### src/rtl/nbg_pkg.sv
`default_nettype none
package nbg_pkg;

  localparam int MAX_BODIES_DEF = 16;
  localparam int COORD_W = 32;
  localparam int FRAC_BITS = 16;
  localparam int AXES = 3;
  localparam int MASS_W = 32;
  localparam int BODY_W = MASS_W + AXES * COORD_W;
  localparam int VEL_W = AXES * COORD_W;

  typedef logic signed [COORD_W-1:0] coord_t;

  typedef enum logic [1:0] {
    REG_GRAV  = 2'd0,
    REG_DT    = 2'd1,
    REG_COUNT = 2'd2
  } cfg_reg_t;

  typedef enum logic {
    OP_LOAD = 1'b0,
    OP_STEP = 1'b1
  } op_t;

  typedef enum logic [4:0] {
    S_IDLE,
    S_RDI,
    S_LDI,
    S_RDJ,
    S_DIF,
    S_SQ,
    S_SQCHK,
    S_SQRT,
    S_DEN0,
    S_DEN1,
    S_GM,
    S_NUM0,
    S_NUM1,
    S_DGO,
    S_DIV,
    S_VEL,
    S_POS,
    S_WR
  } state_t;

  function automatic coord_t sat_coord(input logic signed [63:0] v);
    logic signed [63:0] cmax;
    logic signed [63:0] cmin;
    cmax = 64'sd2147483647;
    cmin = -64'sd2147483648;
    if (v > cmax) begin
      sat_coord = 32'sh7FFF_FFFF;
    end else if (v < cmin) begin
      sat_coord = 32'sh8000_0000;
    end else begin
      sat_coord = v[COORD_W-1:0];
    end
  endfunction

  function automatic logic [COORD_W-1:0] mag(input coord_t x);
    mag = x[COORD_W-1] ? COORD_W'(-x) : COORD_W'(x);
  endfunction

endpackage
`default_nettype wire

### src/rtl/nbg_sqrt.sv
`default_nettype none
module nbg_sqrt (
  input  logic        clk,
  input  logic        rst,
  input  logic        start,
  input  logic [63:0] radicand,
  output logic        done,
  output logic [31:0] root
);
  import nbg_pkg::*;

  logic [63:0] x;
  logic [63:0] res;
  logic [63:0] bitv;
  logic        run;

  always_ff @(posedge clk) begin
    if (rst) begin
      run  <= 1'b0;
      done <= 1'b0;
    end else begin
      done <= 1'b0;
      if (start) begin
        x    <= radicand;
        res  <= '0;
        bitv <= 64'h4000_0000_0000_0000;
        run  <= 1'b1;
      end else if (run) begin
        if (x >= res + bitv) begin
          x   <= x - (res + bitv);
          res <= (res >> 1) + bitv;
        end else begin
          res <= res >> 1;
        end
        bitv <= bitv >> 2;
        if (bitv == 64'd1) begin
          run  <= 1'b0;
          done <= 1'b1;
        end
      end
    end
  end

  assign root = res[31:0];

endmodule
`default_nettype wire

### config.mk
export PLATFORM = sky130hd
export DESIGN_NAME = nbg_sqrt
export DESIGN_NICKNAME = d
export VERILOG_FILES = /design/src/rtl/nbg_pkg.sv /design/src/rtl/nbg_sqrt.sv
export SDC_FILE = /design/constraint.sdc
export NUM_CORES = 1
export LEC_CHECK = 0
export BUFFER_PORTS_ARGS = -buffer_cell sky130_fd_sc_hd__buf_2
export CAP_MARGIN = 30
export CORE_UTILIZATION = 60
export DETAILED_ROUTE_END_ITERATION = 7
export GPL_ROUTABILITY_DRIVEN = 0
export PLACE_DENSITY = 0.79
export SLEW_MARGIN = 20
export SYNTH_ARGS = -nofsm -noshare
export SYNTH_HDL_FRONTEND = slang
export SYNTH_SLANG_ARGS = --single-unit
### constraint.sdc
create_clock -name clk -period 14.2 [get_ports clk]
set_input_delay 2.84 -clock clk [delete_from_list [all_inputs] [get_ports clk]]
set_output_delay 2.84 -clock clk [all_outputs]
set_load 0.02 [all_outputs]
==> impl_metrics.yaml <==
finish:
  drive_gt1_frac: 0.110
  area_delta_synth_final_pct: 7.30
  design_area_um2: 16100
  final_nets: 1956
  antenna_cells: 0
die:
  core_um2: 24500
  pin_count: 100
  fp.dieW_um: 160
  die_h_um: 160
  dieArea_um2: 25700
  fp-row-count: 57
  initial_utilization: 0.615
setup_path:
  reg2reg_depth: 25
  crit_type: "reg2reg"
  r2r_setup_slack_ns: 7.08
  max_stage_delay_ns: 0.70
  startpoint_type: "flop"
  path_max_fanout: 51
  crit_required_ns: 14.41
  crit_path_end_kind: "flop"
  timing.rr.end: "res[55]"
  rr_startpoint: "res[2]"
  arrival_ns: 7.33
  crit_top_cell: "nand2_1"
  cp_slowest_cell: "inv_2"
sta:
  grt_setup_unrepaired: "false"
  min_period_over_period: 0.501
  fin_ws_ns: 7.08
  hold_viol: 0
  hold_ws_ns: 0.514
  fin_worst_skew_ns: 0.0216
  max_freq_mhz: 141
  layout_min_cycle_time_ns: 7.12
  report.final.setup_viol: 0
  setup_tns_ns: 0
  final_max_slew_viol_count: 0
  tightest_slew_ns: 0.927
  max_slew_margin: 0.382
clocking:
  cts_buffer_depth: 2
  ctsHtreeMaxLevel: 4
  postCtsSetupBuffers: 0
  cts_resized: 0
  insertion_delay_ns: 0.45
  cts_tree: "done"
  cts_root_buffer: "clkbuf_16"
  cts.sink_count: 162
  holdBufCountCts: 0
  cts_made_buffers: 17
  path_clk_slew_ns: 0.08
grt:
  antenna_found_initial: 0
  grt_pass1_wl_mm: 64.9
  grt_max_degree: 108
  grt-ovfl-total: 0
  grt_pass1_vias: 12400
  track_usage: 0.318
logic_synthesis:
  yosys-top-cells-area: "edfxtp_1, ha_1, o21ai_0"
  synth_warnings: 0
  synth_nets: 1933
  synth_ff_type: "edfxtp_1"
  yosysMostFrequentCell: "nand2_1"
  synth_area_per_cell_um2: 8.67
  yosysSeqAreaShare: 0.322
  synth_cell_type_count: 81
  synth-seq-cells: 162
  synthesis.area_um2: 15000
  yosysTopAreaCellShare: 0.320
  yosysTopAreaCell: "edfxtp_1"
  synth_edf_count: 160
  yosys-top-cells-count: "nand2_1, edfxtp_1, o21ai_0"
  synth-async-reset-ratio: 0
  syn_inst: 1735
run:
  max_cap_viol_count: 0
placement:
  place_ws_ns: 7.28
  hpwl_mm: 30.8
  numPortBuffers: 99
  place_area_um2: 15500
hold_path:
  min_from: "run"
  hp-class: "reg2reg"
  worstHoldEndpoint: "done"
  min_path_cells: 1
drt:
  routed_via_density: 6.48
  routed_wl_mm: 40.9
  wl_per_cell_um: 19.5
  drtAntennaViolNets: 0
  drtIter0Drc: 1819
  vias: 13600
  drt_pass1_iterations: 6
  drc: 0
power_and_ir_drop:
  leakagePower_nw: 6.19
  ir_drop_mv: 0.0696
  p_per_area_nw_per_um2: 139
run_status:
  status: "complete, no violations"
==> cell usage in the layout, fill, tap and decap left out, types with 5 or more instances in the layout <==
cell	Yosys	routed
edfxtp_1	160	160
and2_1	15	15
nand2b_1	9	9
o21bai_1	31	31
buf_4	34	6
or2_2	5	5
mux2i_1	5	5
a21o_1	45	45
inv_1	37	37
xor2_1	82	82
a211oi_1	25	25
nor4_1	14	14
a31oi_1	65	65
nand3_1	34	34
nor2b_1	53	53
o211ai_1	7	7
nor3_1	29	29
o21ai_0	159	159
and3_1	13	13
ha_1	130	130
a31o_2	17	17
xnor2_1	87	87
o21a_1	10	10
buf_2	10	98
clkbuf_16	0	17
a21boi_0	7	6
nand4_1	36	36
or3_1	11	11
o21ai_1	6	6
nor2_1	147	145
a21oi_1	119	119
nand2_1	181	181
o31ai_1	10	10
==> final cells by class <==
class / instances / area (um^2)
fill: 1990 / 8330
inverter: 38 / 143
clock buffer: 20 / 457
multi-input combinational: 1433 / 9550
sequential: 162 / 4840
clock inverter: 12 / 170
timing repair buffer: 106 / 567
tap: 324 / 405
==> worst max path at each step <==
stage                     slack (ns)   start       to
after floorplan                 1.23   start     x[0]
after global placement          7.46  res[2]  res[55]
after detailed placement        7.28  res[2]  res[55]
after CTS                       7.25  res[2]  res[55]
after global routing            6.71  res[2]  res[55]
final                           7.08  res[2]  res[55]
==> per-layer routing <==
metal | routed length (um) | vias to the layer above | part of all wire | global-route usage
met4 | 932 | 0 | 0.023 | 0.0957
li1 | - | 6482 | - | -
met3 | 4190 | 65 | 0.10 | 0.0504
met2 | 17700 | 749 | 0.43 | 0.479
met5 | 0 | - | 0 | 0
met1 | 18100 | 6271 | 0.44 | 0.468
==> cells by family (layout without fill, tap and decap cells) <==
| family | Yosys count | count (layout) | synth area share |
|---|---|---|---|
| simple gates | 565 | 565 | 0.180 |
| compound gates | 559 | 559 | 0.240 |
| xor+xnor | 169 | 169 | 0.0985 |
| flops | 162 | 162 | 0.322 |
| buf+inv | 140 | 176 | 0.0443 |
| fa+ha+maj | 131 | 131 | 0.110 |
| mux | 9 | 9 | 0.00632 |
==> per-stage QoR <==
stage                     utilization  instances  total power, mW
after floorplan                     -       1735             1.49
after global placement          0.633       2062             1.69
after detailed placement        0.634       2063             1.71
after CTS                       0.659       2095             2.22
after global routing            0.659       2095             2.37
final                           0.659       2095             2.25
==> report_power, final <==
part	switching, mW	internal [mW]
Clock	0.214	0.291
Sequential	0.0682	0.616
Combinational	0.647	0.409
Total	0.929	1.32
==> state kept, by name (all words and copies together), names as in the netlist <==
signal,cells
bitv,32
res,64
done,1
x,64
run,1
==> worst max-delay path: cells and delay by family (launching register included) <==
family	cells	cell delay (ns)
AOI/OAI and AO/OA	10	2.72
and+or+nand+nor	8	1.25
buffers and inverters	3	1.24
adders and majority gates	2	0.75
DFF	1	0.49
muxes	1	0.32
xor gates and xnor gates	1	0.08
Note: power is estimated with default switching activity, not from simulation.
