==> src/rtl/nbg_pkg.sv <==
`default_nettype none
package nbg_pkg;

  localparam int MAX_BODIES_DEF = 16;
  localparam int COORD_W = 32;
  localparam int FRAC_BITS = 16;
  localparam int AXES = 3;
  localparam int MASS_W = 32;
  localparam int BODY_W = MASS_W + AXES * COORD_W;
  localparam int VEL_W = AXES * COORD_W;

  typedef logic signed [COORD_W-1:0] coord_t;

  typedef enum logic [1:0] {
    REG_GRAV  = 2'd0,
    REG_DT    = 2'd1,
    REG_COUNT = 2'd2
  } cfg_reg_t;

  typedef enum logic {
    OP_LOAD = 1'b0,
    OP_STEP = 1'b1
  } op_t;

  typedef enum logic [4:0] {
    S_IDLE,
    S_RDI,
    S_LDI,
    S_RDJ,
    S_DIF,
    S_SQ,
    S_SQCHK,
    S_SQRT,
    S_DEN0,
    S_DEN1,
    S_GM,
    S_NUM0,
    S_NUM1,
    S_DGO,
    S_DIV,
    S_VEL,
    S_POS,
    S_WR
  } state_t;

  function automatic coord_t sat_coord(input logic signed [63:0] v);
    logic signed [63:0] cmax;
    logic signed [63:0] cmin;
    cmax = 64'sd2147483647;
    cmin = -64'sd2147483648;
    if (v > cmax) begin
      sat_coord = 32'sh7FFF_FFFF;
    end else if (v < cmin) begin
      sat_coord = 32'sh8000_0000;
    end else begin
      sat_coord = v[COORD_W-1:0];
    end
  endfunction

  function automatic logic [COORD_W-1:0] mag(input coord_t x);
    mag = x[COORD_W-1] ? COORD_W'(-x) : COORD_W'(x);
  endfunction

endpackage
`default_nettype wire

==> src/rtl/nbg_store.sv <==
`default_nettype none
module nbg_store #(
  parameter int MAX_BODIES = nbg_pkg::MAX_BODIES_DEF
) (
  input  logic                          clk,
  input  logic                          rst,
  input  logic                          wr_en,
  input  logic [$clog2(MAX_BODIES)-1:0] wr_addr,
  input  logic [nbg_pkg::BODY_W-1:0]    wr_body,
  input  logic [nbg_pkg::VEL_W-1:0]     wr_vel,
  input  logic [$clog2(MAX_BODIES)-1:0] rd_addr,
  output logic [nbg_pkg::BODY_W-1:0]    rd_body,
  output logic [nbg_pkg::VEL_W-1:0]     rd_vel
);
  import nbg_pkg::*;

  logic [BODY_W-1:0]     body_mem [MAX_BODIES];
  logic [VEL_W-1:0]      vel_mem  [MAX_BODIES];
  logic [MAX_BODIES-1:0] valid;
  logic [BODY_W-1:0]     rd_body_q;
  logic [VEL_W-1:0]      rd_vel_q;
  logic                  rd_valid;

  always_ff @(posedge clk) begin
    if (wr_en) begin
      body_mem[wr_addr] <= wr_body;
      vel_mem[wr_addr]  <= wr_vel;
    end
    rd_body_q <= body_mem[rd_addr];
    rd_vel_q  <= vel_mem[rd_addr];
  end

  // never-written slots read as zero
  always_ff @(posedge clk) begin
    if (rst) begin
      valid    <= '0;
      rd_valid <= 1'b0;
    end else begin
      if (wr_en) begin
        valid[wr_addr] <= 1'b1;
      end
      rd_valid <= valid[rd_addr];
    end
  end

  assign rd_body = rd_valid ? rd_body_q : '0;
  assign rd_vel  = rd_valid ? rd_vel_q : '0;

endmodule
`default_nettype wire

==> config.mk <==
export PLATFORM = sky130hd
export DESIGN_NAME = nbg_store
export DESIGN_NICKNAME = d
export VERILOG_FILES = /design/src/rtl/nbg_pkg.sv /design/src/rtl/nbg_store.sv
export SDC_FILE = /design/constraint.sdc
export NUM_CORES = 2
export LEC_CHECK = 0
export BUFFER_PORTS_ARGS = -buffer_cell sky130_fd_sc_hd__buf_2
export CAP_MARGIN = 20
export CORE_ASPECT_RATIO = 1.2
export CORE_MARGIN = 1
export CORE_UTILIZATION = 55
export DETAILED_ROUTE_END_ITERATION = 7
export PLACE_DENSITY = 0.75
export SYNTH_ARGS = -nofsm -noshare
export SYNTH_HDL_FRONTEND = slang
export SYNTH_SLANG_ARGS = --single-unit
==> constraint.sdc <==
create_clock -name clk -period 30.1 [get_ports clk]
set_clock_uncertainty 0.05 [all_clocks]
set_input_delay 1.505 -clock clk [delete_from_list [all_inputs] [get_ports clk]]
set_output_delay 1.505 -clock clk [all_outputs]
set_load 0.02 [all_outputs]
==> key figures <==
Die
  – Cell Rows: 202
  – Die X: 463 microns
  – I/O pin count: 459
  – Initial core utilization: 0.554
  – Die Footprint: 257000 sq um
  – Die height: ~560 microns
  – Core Box Area: 253000 sq um

Final layout
  – Final-layout fill cell count: 16400
  – Layout cell share with drive strength beyond 1: 0.290
  – Area of all placed cells without fillers: roughly 160000 sq um
  – Area Overhead vs Synth: 12.8%
  – Fin nets: 6876

Global route
  – First-pass GRT wire length: 482 mm
  – Initial antenna violation count: 110
  – Largest net degree at the start of global routing: 162
  – Vias in the first global route: 68400
  – Gr usage total: 0.260
  – Gr ovfl total: 0

Clocking
  – Clock latency on the worst-skew pair: just over 0.9 ns
  – Setup bufs post-CTS: 0
  – CTS tree: yes
  – Clk buf depth: 4
  – CTS H-tree depth: 5
  – Clock sinks: 3825
  – Resized cells post-CTS: 0
  – TritonCTS buffer count: 359
  – Root buffer cell: clkbuf_16
  – CTS hold repair buffers: 0
  – Clock-pin slew on the worst setup and hold paths: 0.07 ns

Drt
  – DRT Pass-1 Iters: 5
  – Drt wl/cell: 32.4 microns
  – Routed Wire Length: 336 mm
  – Via Count: 66900
  – Antenna Nets Post-Route: 0
  – Vias per Instance: about 6.5
  – Residual DRC: 0
  – DR iter-0 viols: 8281

Synthesis
  – Post-synth ARST share: 0
  – Mapped Nets: approximately 6300
  – Synth Instances: 6031
  – Post-synthesis cell area: 140000 sq um
  – Commonest register cell after synthesis: edfxtp_1
  – Unique cell type count in the Yosys netlist: 27
  – Synthesis-stage register bit count: 3825
  – Area leader, netlist: edfxtp_1
  – Ys Warns: 0
  – Sequential share of the synthesized area: 0.802
  – Synthesized area per cell: approximately 23 sq um
  – Post-synth EDFFs: around 3600
  – Share of the synthesized area in the top cell type: 0.767
  – Synth top area cells: edfxtp_1, mux4_2, dfxtp_1, a22oi_1, and2_1

Setup path
  – Crit end category: primary output
  – Family with the most delay on the worst path: buffers and inverters
  – CP most frequent cell: buf_4
  – CP max FO: 69
  – Type of the worst setup path: reg -> out
  – Crit path DAT: between 4 and 5 ns
  – Worst-path cell chain: buf_4 -> buf_4 -> and2_1 -> buf_2
  – Slowest cell on crit path: dfxtp_4
  – Crit path largest cell delay: 0.90 ns
  – Buffers & Inverters on Critical Path: 3
  – WP data required: about 29 ns
  – Nature of the critical path startpoint: flip-flop

Placed design
  – GPL Wtd Cong: 0.750
  – DP HPWL: about 160 mm
  – Port-buffer cells: 458
  – Placement Cell Area: 147000 sq um

STA
  – Period minus WS final: 5.66 ns
  – Final Slew Violations: 0
  – Slew headroom: 0.201
  – Hold Fails Final Rpt: 0
  – Setup TNS: 0 ns
  – Tcrit/Tclk final: 0.188
  – RSZ-0062 raised after global routing: false
  – Tightest Pin Transition: 1.20 ns
  – Max Clk Rate: 177 MHz
  – Final setup viols: 0

Outcome
  – Status: complete, no violations

Power
  – Lkg Pwr: 51.2 nW
  – Power per Cell Area: 69.3 nW/um^2
  – Pwr Total: 0.0110 W
  – Max VDD drop: 0.0000581 V

Run
  – Max Cap Viol: 0

Min path
  – Hold WC Path Type: reg -> reg
[cells in the final DEF (no fill, tap or decap), types with 2 or more instances in the layout]
| cell | synthesis | routed |
|---|---|---|
| inv_6 | 0 | 8 |
| clkbuf_1 | 155 | 99 |
| edfxtp_1 | 3584 | 3584 |
| dfxtp_1 | 241 | 240 |
| bufinv_16 | 0 | 30 |
| mux4_2 | 898 | 898 |
| or2_2 | 3 | 3 |
| nand3_1 | 2 | 2 |
| a22oi_1 | 366 | 366 |
| clkinv_4 | 0 | 2 |
| a21oi_1 | 25 | 25 |
| inv_16 | 0 | 3 |
| nor2_4 | 0 | 14 |
| buf_2 | 64 | 455 |
| clkinvlp_4 | 0 | 10 |
| nor3_2 | 0 | 4 |
| o22ai_1 | 58 | 58 |
| nand2b_1 | 5 | 4 |
| diode_2 | 0 | 58 |
| mux2i_1 | 26 | 26 |
| clkinv_8 | 0 | 2 |
| clkinv_2 | 0 | 57 |
| clkinv_16 | 0 | 4 |
| nand2_1 | 185 | 185 |
| nor2_1 | 63 | 49 |
| nand3b_1 | 3 | 3 |
| clkbuf_16 | 0 | 363 |
| clkinv_1 | 0 | 54 |
| nor2b_4 | 0 | 4 |
| buf_12 | 0 | 21 |
| buf_4 | 51 | 101 |
| clkbuf_8 | 0 | 24 |
| and2_1 | 226 | 224 |
| nor2b_1 | 6 | 2 |
[area by class of cell]
cell class | instances | area, sq um | share of cell area
clock inverter | 171 | 1780 | 0.0112
sequential | 3825 | 112000 | 0.711
multi-input combinational | 1876 | 26400 | 0.167
antenna | 58 | 145 | 0.000917
tap | 3366 | 4210 | 0.0266
clock buffer | 485 | 9770 | 0.0617
timing repair buffer | 579 | 3480 | 0.0220
[logic make-up (layout without fill, tap and decap cells)]
logic type,Yosys count,count (layout),synth area share
simple gates,501,501,0.0179
compound gates,450,450,0.0231
buf+inv,330,1235,0.0111
other cells,0,58,0
flops,3825,3825,0.802
mux,925,925,0.146
[routing by layer]
layer / up-vias / track usage / part of all wire
met5: - / 0 / 0.0013
met4: 72 / 0.0740 / 0.026
met3: 619 / 0.0635 / 0.11
met2: 3682 / 0.415 / 0.49
met1: 35800 / 0.362 / 0.38
li1: 26700 / - / -
[state kept, by name (all words and copies together) (netlist names)]
signal     flops
body_mem    2048
rd_body_q    128
rd_valid       1
rd_vel_q      96
valid         16
vel_mem     1536
[power by group]
part,total [W],internal (W),leakage (nW),switching [W]
clock,0.00447,0.00255,5.63,0.00192
sequential,0.00599,0.00595,34.4,0.0000419
combinational,0.000509,0.000196,11.1,0.000313
[cells in the mapped netlist, types with 6 or more instances]
cell type,n
edfxtp_1,3584
mux4_2,898
a22oi_1,366
dfxtp_1,241
and2_1,226
nand2_1,185
clkbuf_1,155
buf_2,64
nor2_1,63
o22ai_1,58
buf_1,53
buf_4,51
mux2i_1,26
a21oi_1,25
buf_6,7
nor2b_1,6
[through the flow]
step	hold slack, ns	utilization	worst slack (ns)	std cells
2_1_floorplan	0.382	-	11.82	6031
3_3_place_gp	0.393	0.579	24.20	9646
3_5_place_dp	0.408	0.579	24.12	9646
4_1_cts	0.423	0.625	24.29	10300
5_1_grt	0.436	0.625	24.28	10300
6_report	0.421	0.626	24.44	10400
[path summary, 6_finish.rpt]
path	startpoint	cells after the start	end	slack, ns
setup / recovery	rd_valid$_SDFF_PP0_	4	rd_body[25]	24.44
hold / removal	valid[4]$_SDFFE_PP0P_	2	valid[4]$_SDFFE_PP0P_	0.42
setup reg to reg	vel_mem[7][68]$_DFFE_PP_	3	rd_vel_q[68]$_DFF_P_	28.61
hold reg to reg	valid[4]$_SDFFE_PP0P_	2	valid[4]$_SDFFE_PP0P_	0.42
[tightest hold or removal path, cell delays in order (launching register included)]
cell and delay, ns:
dfxtp_1 0.32, nor2_1 0.05, nor2_1 0.07
Power figures use the tool's default switching activity.
