$ cat src/rtl/nbg_pkg.sv
`default_nettype none
package nbg_pkg;

  localparam int MAX_BODIES_DEF = 16;
  localparam int COORD_W = 32;
  localparam int FRAC_BITS = 16;
  localparam int AXES = 3;
  localparam int MASS_W = 32;
  localparam int BODY_W = MASS_W + AXES * COORD_W;
  localparam int VEL_W = AXES * COORD_W;

  typedef logic signed [COORD_W-1:0] coord_t;

  typedef enum logic [1:0] {
    REG_GRAV  = 2'd0,
    REG_DT    = 2'd1,
    REG_COUNT = 2'd2
  } cfg_reg_t;

  typedef enum logic {
    OP_LOAD = 1'b0,
    OP_STEP = 1'b1
  } op_t;

  typedef enum logic [4:0] {
    S_IDLE,
    S_RDI,
    S_LDI,
    S_RDJ,
    S_DIF,
    S_SQ,
    S_SQCHK,
    S_SQRT,
    S_DEN0,
    S_DEN1,
    S_GM,
    S_NUM0,
    S_NUM1,
    S_DGO,
    S_DIV,
    S_VEL,
    S_POS,
    S_WR
  } state_t;

  function automatic coord_t sat_coord(input logic signed [63:0] v);
    logic signed [63:0] cmax;
    logic signed [63:0] cmin;
    cmax = 64'sd2147483647;
    cmin = -64'sd2147483648;
    if (v > cmax) begin
      sat_coord = 32'sh7FFF_FFFF;
    end else if (v < cmin) begin
      sat_coord = 32'sh8000_0000;
    end else begin
      sat_coord = v[COORD_W-1:0];
    end
  endfunction

  function automatic logic [COORD_W-1:0] mag(input coord_t x);
    mag = x[COORD_W-1] ? COORD_W'(-x) : COORD_W'(x);
  endfunction

endpackage
`default_nettype wire

$ cat src/rtl/nbg_div.sv
`default_nettype none
module nbg_div (
  input  logic         clk,
  input  logic         rst,
  input  logic         start,
  input  logic [127:0] num,
  input  logic [95:0]  den,
  output logic         done,
  output logic [31:0]  quo_mag
);
  import nbg_pkg::*;

  // quotient clamped to 2^31; anything at or above 2^33 is flagged up front
  logic [127:0] r;
  logic [129:0] dsh;
  logic [32:0]  q;
  logic         ovf;
  logic [5:0]   cnt;

  always_ff @(posedge clk) begin
    if (rst) begin
      cnt  <= '0;
      done <= 1'b0;
    end else begin
      done <= 1'b0;
      if (start) begin
        r   <= num;
        dsh <= 130'(den) << 33;
        q   <= '0;
        ovf <= 1'b0;
        cnt <= 6'd34;
      end else if (cnt != 6'd0) begin
        if (cnt == 6'd34) begin
          ovf <= {2'b00, r} >= dsh;
        end else if ({2'b00, r} >= dsh) begin
          r <= r - dsh[127:0];
          q <= {q[31:0], 1'b1};
        end else begin
          q <= {q[31:0], 1'b0};
        end
        dsh <= dsh >> 1;
        cnt <= cnt - 6'd1;
        if (cnt == 6'd1) begin
          done <= 1'b1;
        end
      end
    end
  end

  assign quo_mag = (ovf || q > 33'h0_8000_0000) ? 32'h8000_0000 : q[31:0];

endmodule
`default_nettype wire

$ cat config.mk
export PLATFORM = sky130hd
export DESIGN_NAME = nbg_div
export DESIGN_NICKNAME = d
export VERILOG_FILES = /design/src/rtl/nbg_pkg.sv /design/src/rtl/nbg_div.sv
export SDC_FILE = /design/constraint.sdc
export NUM_CORES = 1
export LEC_CHECK = 0
export BUFFER_PORTS_ARGS = -buffer_cell sky130_fd_sc_hd__buf_2
export CAP_MARGIN = 20
export CORE_ASPECT_RATIO = 0.5
export CORE_MARGIN = 2
export CORE_UTILIZATION = 40
export CTS_CLUSTER_SIZE = 28
export DETAILED_ROUTE_END_ITERATION = 7
export GPL_ROUTABILITY_DRIVEN = 0
export GPL_TIMING_DRIVEN = 0
export MAX_ROUTING_LAYER = met4
export PLACE_DENSITY = 0.62
export SYNTH_ARGS = -nofsm -noshare
export SYNTH_HDL_FRONTEND = slang
export SYNTH_SLANG_ARGS = --single-unit
$ cat constraint.sdc
create_clock -name clk -period 17.3 [get_ports clk]
set_input_delay 2.595 -clock clk [delete_from_list [all_inputs] [get_ports clk]]
set_output_delay 2.595 -clock clk [all_outputs]
set_load 0.1 [all_outputs]
==> results by stage <==
Outcome:
- The flow ran to the end, and the final reports show no timing, DRC or antenna violations.

Timing:
- The hold violation count in the final report is 0.
- The share of the clock period used by the worst path after layout is 40.1%.
- Timing would allow up to 0.144 GHz.
- On the final layout, the worst clock skew is 27.1 ps.
- The shortest period the worst path allows is 6930 ps.
- The transition at the pin with the smallest max-transition slack is 1230 ps.
- In the post-route analysis, the smallest setup slack over all paths is 10370 ps.
- Setup repair after global routing left no endpoint under its margin.
- Setup total negative slack on the finished layout was measured at 0 ps.
- The number of pins exceeding their max-slew limit in the final report is 0.
- The worst-case headroom to the max-slew limit is 17.0%.
- The post-route worst hold slack is 568 ps.
- The setup violation total in the final timing report is 0.

Placed design:
- The cell total after placement is 3430.
- Detailed placement ended at an HPWL of 52300 um.
- The worst slack after detailed placement is 9850 ps.
- During placement, the flow inserted port buffers numbering 258.

Cells and area:
- The commonest non-fill, non-tap cell in the layout is sky130_fd_sc_hd__nand2_1.
- The fraction of layout cells with a size suffix above 1 is 13.5%.
- From synthesis to final layout, the design area changed by 16.5%.
- The library cells used most frequently in the layout, excluding fill and tap cells, are sky130_fd_sc_hd__nand2_1, sky130_fd_sc_hd__o21ai_0, sky130_fd_sc_hd__edfxtp_1.
- Counting the fill cells in the layout gives 5171.
- For this run, the number of standard cells in the final layout without fillers is 3493.
- The post-layout net count is 3122.

Floorplan:
- In this run the count of I/O pins placed on the die edge is 260.
- The die width is 331 um.
- The height of the die is 168 um.
- The standard cell core area is 52400 sq um.
- The starting density of the core is 40.8%.
- Row generation in the floorplan step produced 59 rows.
- The die outline area is 55500 sq um.

CTS:
- The clock latency of the later-clocked register in the worst-skew pair is 610 ps.
- The clock slew seen by the registers of the worst setup and hold paths is 60 ps.
- After clock tree synthesis, the setup repair step added 0 buffers.
- The CTS tree is done.
- Hold repair after CTS inserted 0 buffers.
- The maximum number of buffers from clock root to sink is 3.
- The total number of H-tree levels is 1.
- Post-CTS repair changed the size of 0 cells.
- The number of buffers inserted during clock tree synthesis is 31.
- The buffer cell driving the clock tree root is sky130_fd_sc_hd__clkbuf_16.
- Clock tree synthesis found a total of 298 sinks.

Global routing:
- The number of antenna violations at the first check in global routing came to 5.
- The via count of the first global-routing pass is 18400.
- The total overflow left after global routing is 0.
- Entering global routing, the biggest net connects 33 pins.
- The first-pass GRT wire length is 101000 um.
- The total global-route track usage is 23.9%.

Synth:
- Dividing the synthesized area by the synthesized cell count gives 8.71 sq um.
- The share of Yosys cell area claimed by the top area cell type is 40.8%.
- The number of synthesized flops with an enable pin is 291.
- The post-synth net total is 2818.
- The number of different library cells used by synthesis comes to 85.
- The most used flip-flop cell after synthesis is sky130_fd_sc_hd__edfxtp_1.
- In this run the cell area of the synthesized design comes to 21400 sq um.
- The number of synthesis warnings is 0.
- The share of flip-flops with an asynchronous set or reset is 0%.
- Ranked by total cell area, the synthesized netlist is headed by sky130_fd_sc_hd__edfxtp_1, sky130_fd_sc_hd__ha_1, sky130_fd_sc_hd__o21ai_0.
- The most area-hungry cell type in the Yosys netlist is sky130_fd_sc_hd__edfxtp_1.
- The share of the Yosys chip area taken by registers is 41.5%.
- Synthesis produced a netlist whose cell count is 2458.
- The flip-flop and latch count after synthesis is 298.

Min path:
- The path class of the lowest-slack min-delay path is reg -> reg.

Detailed routing:
- Before antenna repair, the detailed router went through 6 iterations.
- Detailed routing placed a total of 4310 um of wire on met3.
- Detailed routing placed a total of 29900 um of wire on met2.
- The number of vias per cell is 5.55.
- After detailed routing, the average wire length per cell comes to 18.9 um.
- For this block, the via count after detailed routing is 19400.
- The residual antenna-violating net count after detailed routing is 0.
- In the routed design, unresolved DRC markers number 0.
- The detailed router put a total of 30000 um of wire on met1.
- In this run, the number of DRC markers left after iteration 0 of detailed routing was 1671.
- The top routing layer in use is met4.
- The final wirelength is 66100 um.

Setup path:
- The biggest fanout along the worst timing path is 32.
- The capturing element type of the critical path is a flip-flop.
- The critical path is of the in -> reg type.
- The data required time of the worst path is 17580 ps.
- The endpoint arrival time on the critical path is 7210 ps.
- The worst setup path is launched from a primary input.

Power:
- The overall power of the completed layout is 0.00289 W.
- The areal power density over the cells is 116 nW/um^2.
- In this run the static leakage power is 10.3 nW.
- The maximum vdd drop is 74.5 uV.

Job:
- Max-cap violations in this run came to 0.
kinds of logic after synthesis:
kind of cell    share of synthesized area, %
simple gates                            17.9
flops                                   41.5
buf+inv                                 5.80
mux                                    0.298
xor+xnor                                4.54
compound gates                          22.2
fa+ha+maj                               7.81
worst max-delay path, cell delays in order:
cell and delay, ps:
sky130_fd_sc_hd__clkbuf_1 650, sky130_fd_sc_hd__clkbuf_1 650, sky130_fd_sc_hd__clkbuf_1 470, sky130_fd_sc_hd__clkbuf_1 880, sky130_fd_sc_hd__o21a_1 700, sky130_fd_sc_hd__o31a_2 660, sky130_fd_sc_hd__buf_12 290, sky130_fd_sc_hd__buf_12 240
registers in the layout, summed over array words and instances, names as in the netlist:
register  flops
done          1
r           128
dsh         129
ovf           1
cnt           6
q            33
layout make-up:
type	count	area, sq um	area share (%)
antenna	5	12.5	0.0502
buffer	142	592	2.37
clock buffer	36	795	3.19
clock inverter	22	264	1.06
inverter	173	649	2.60
multi-input combinational	1845	11300	45.3
sequential	298	8880	35.6
tap	701	877	3.52
timing repair buffer	271	1560	6.25
per-layer routing:
metal  vias up  global-route usage, %
met5         -                      -
met4         0                   6.97
met3       111                   3.42
met2       623                   36.8
met1      9172                   32.6
li1       9488                      -
where the power goes:
group,internal [W],total (W),leakage (nW),switching (W)
clock network,0.000406,0.000721,0.495,0.000315
registers,0.000937,0.000973,2.88,0.0000357
logic,0.000426,0.00120,6.92,0.000769
worst paths after layout:
path / startpoint / depth (start not counted) / slack, ps / endpoint
hold reg to reg: dsh[10] / 2 / 570 / dsh[9]
hold / removal: dsh[10] / 2 / 570 / dsh[9]
setup / recovery: start / 8 / 10370 / r[71]
setup reg to reg: r[70] / 14 / 12160 / r[71]
per-stage QoR:
stage | utilization (%) | area (sq um)
6_report | 47.6 | 24900
4_1_cts | 47.5 | 24900
3_3_place_gp | 45.0 | 23600
2_1_floorplan | - | 21400
5_1_grt | 47.6 | 24900
3_5_place_dp | 45.5 | 23900
Yosys cell counts (37+ instances only):
| cell | count |
|---|---|
| sky130_fd_sc_hd__nor2_1 | 149 |
| sky130_fd_sc_hd__a21oi_1 | 191 |
| sky130_fd_sc_hd__clkbuf_1 | 117 |
| sky130_fd_sc_hd__o21ai_0 | 293 |
| sky130_fd_sc_hd__nand4_1 | 84 |
| sky130_fd_sc_hd__nor3_1 | 38 |
| sky130_fd_sc_hd__nor2b_1 | 44 |
| sky130_fd_sc_hd__ha_1 | 132 |
| sky130_fd_sc_hd__inv_1 | 172 |
| sky130_fd_sc_hd__xnor2_1 | 68 |
| sky130_fd_sc_hd__edfxtp_1 | 291 |
| sky130_fd_sc_hd__nand2_1 | 348 |
| sky130_fd_sc_hd__and2_1 | 37 |
| sky130_fd_sc_hd__xor2_1 | 43 |
| sky130_fd_sc_hd__a21o_1 | 93 |
Note: power is estimated with default switching activity, not from simulation.
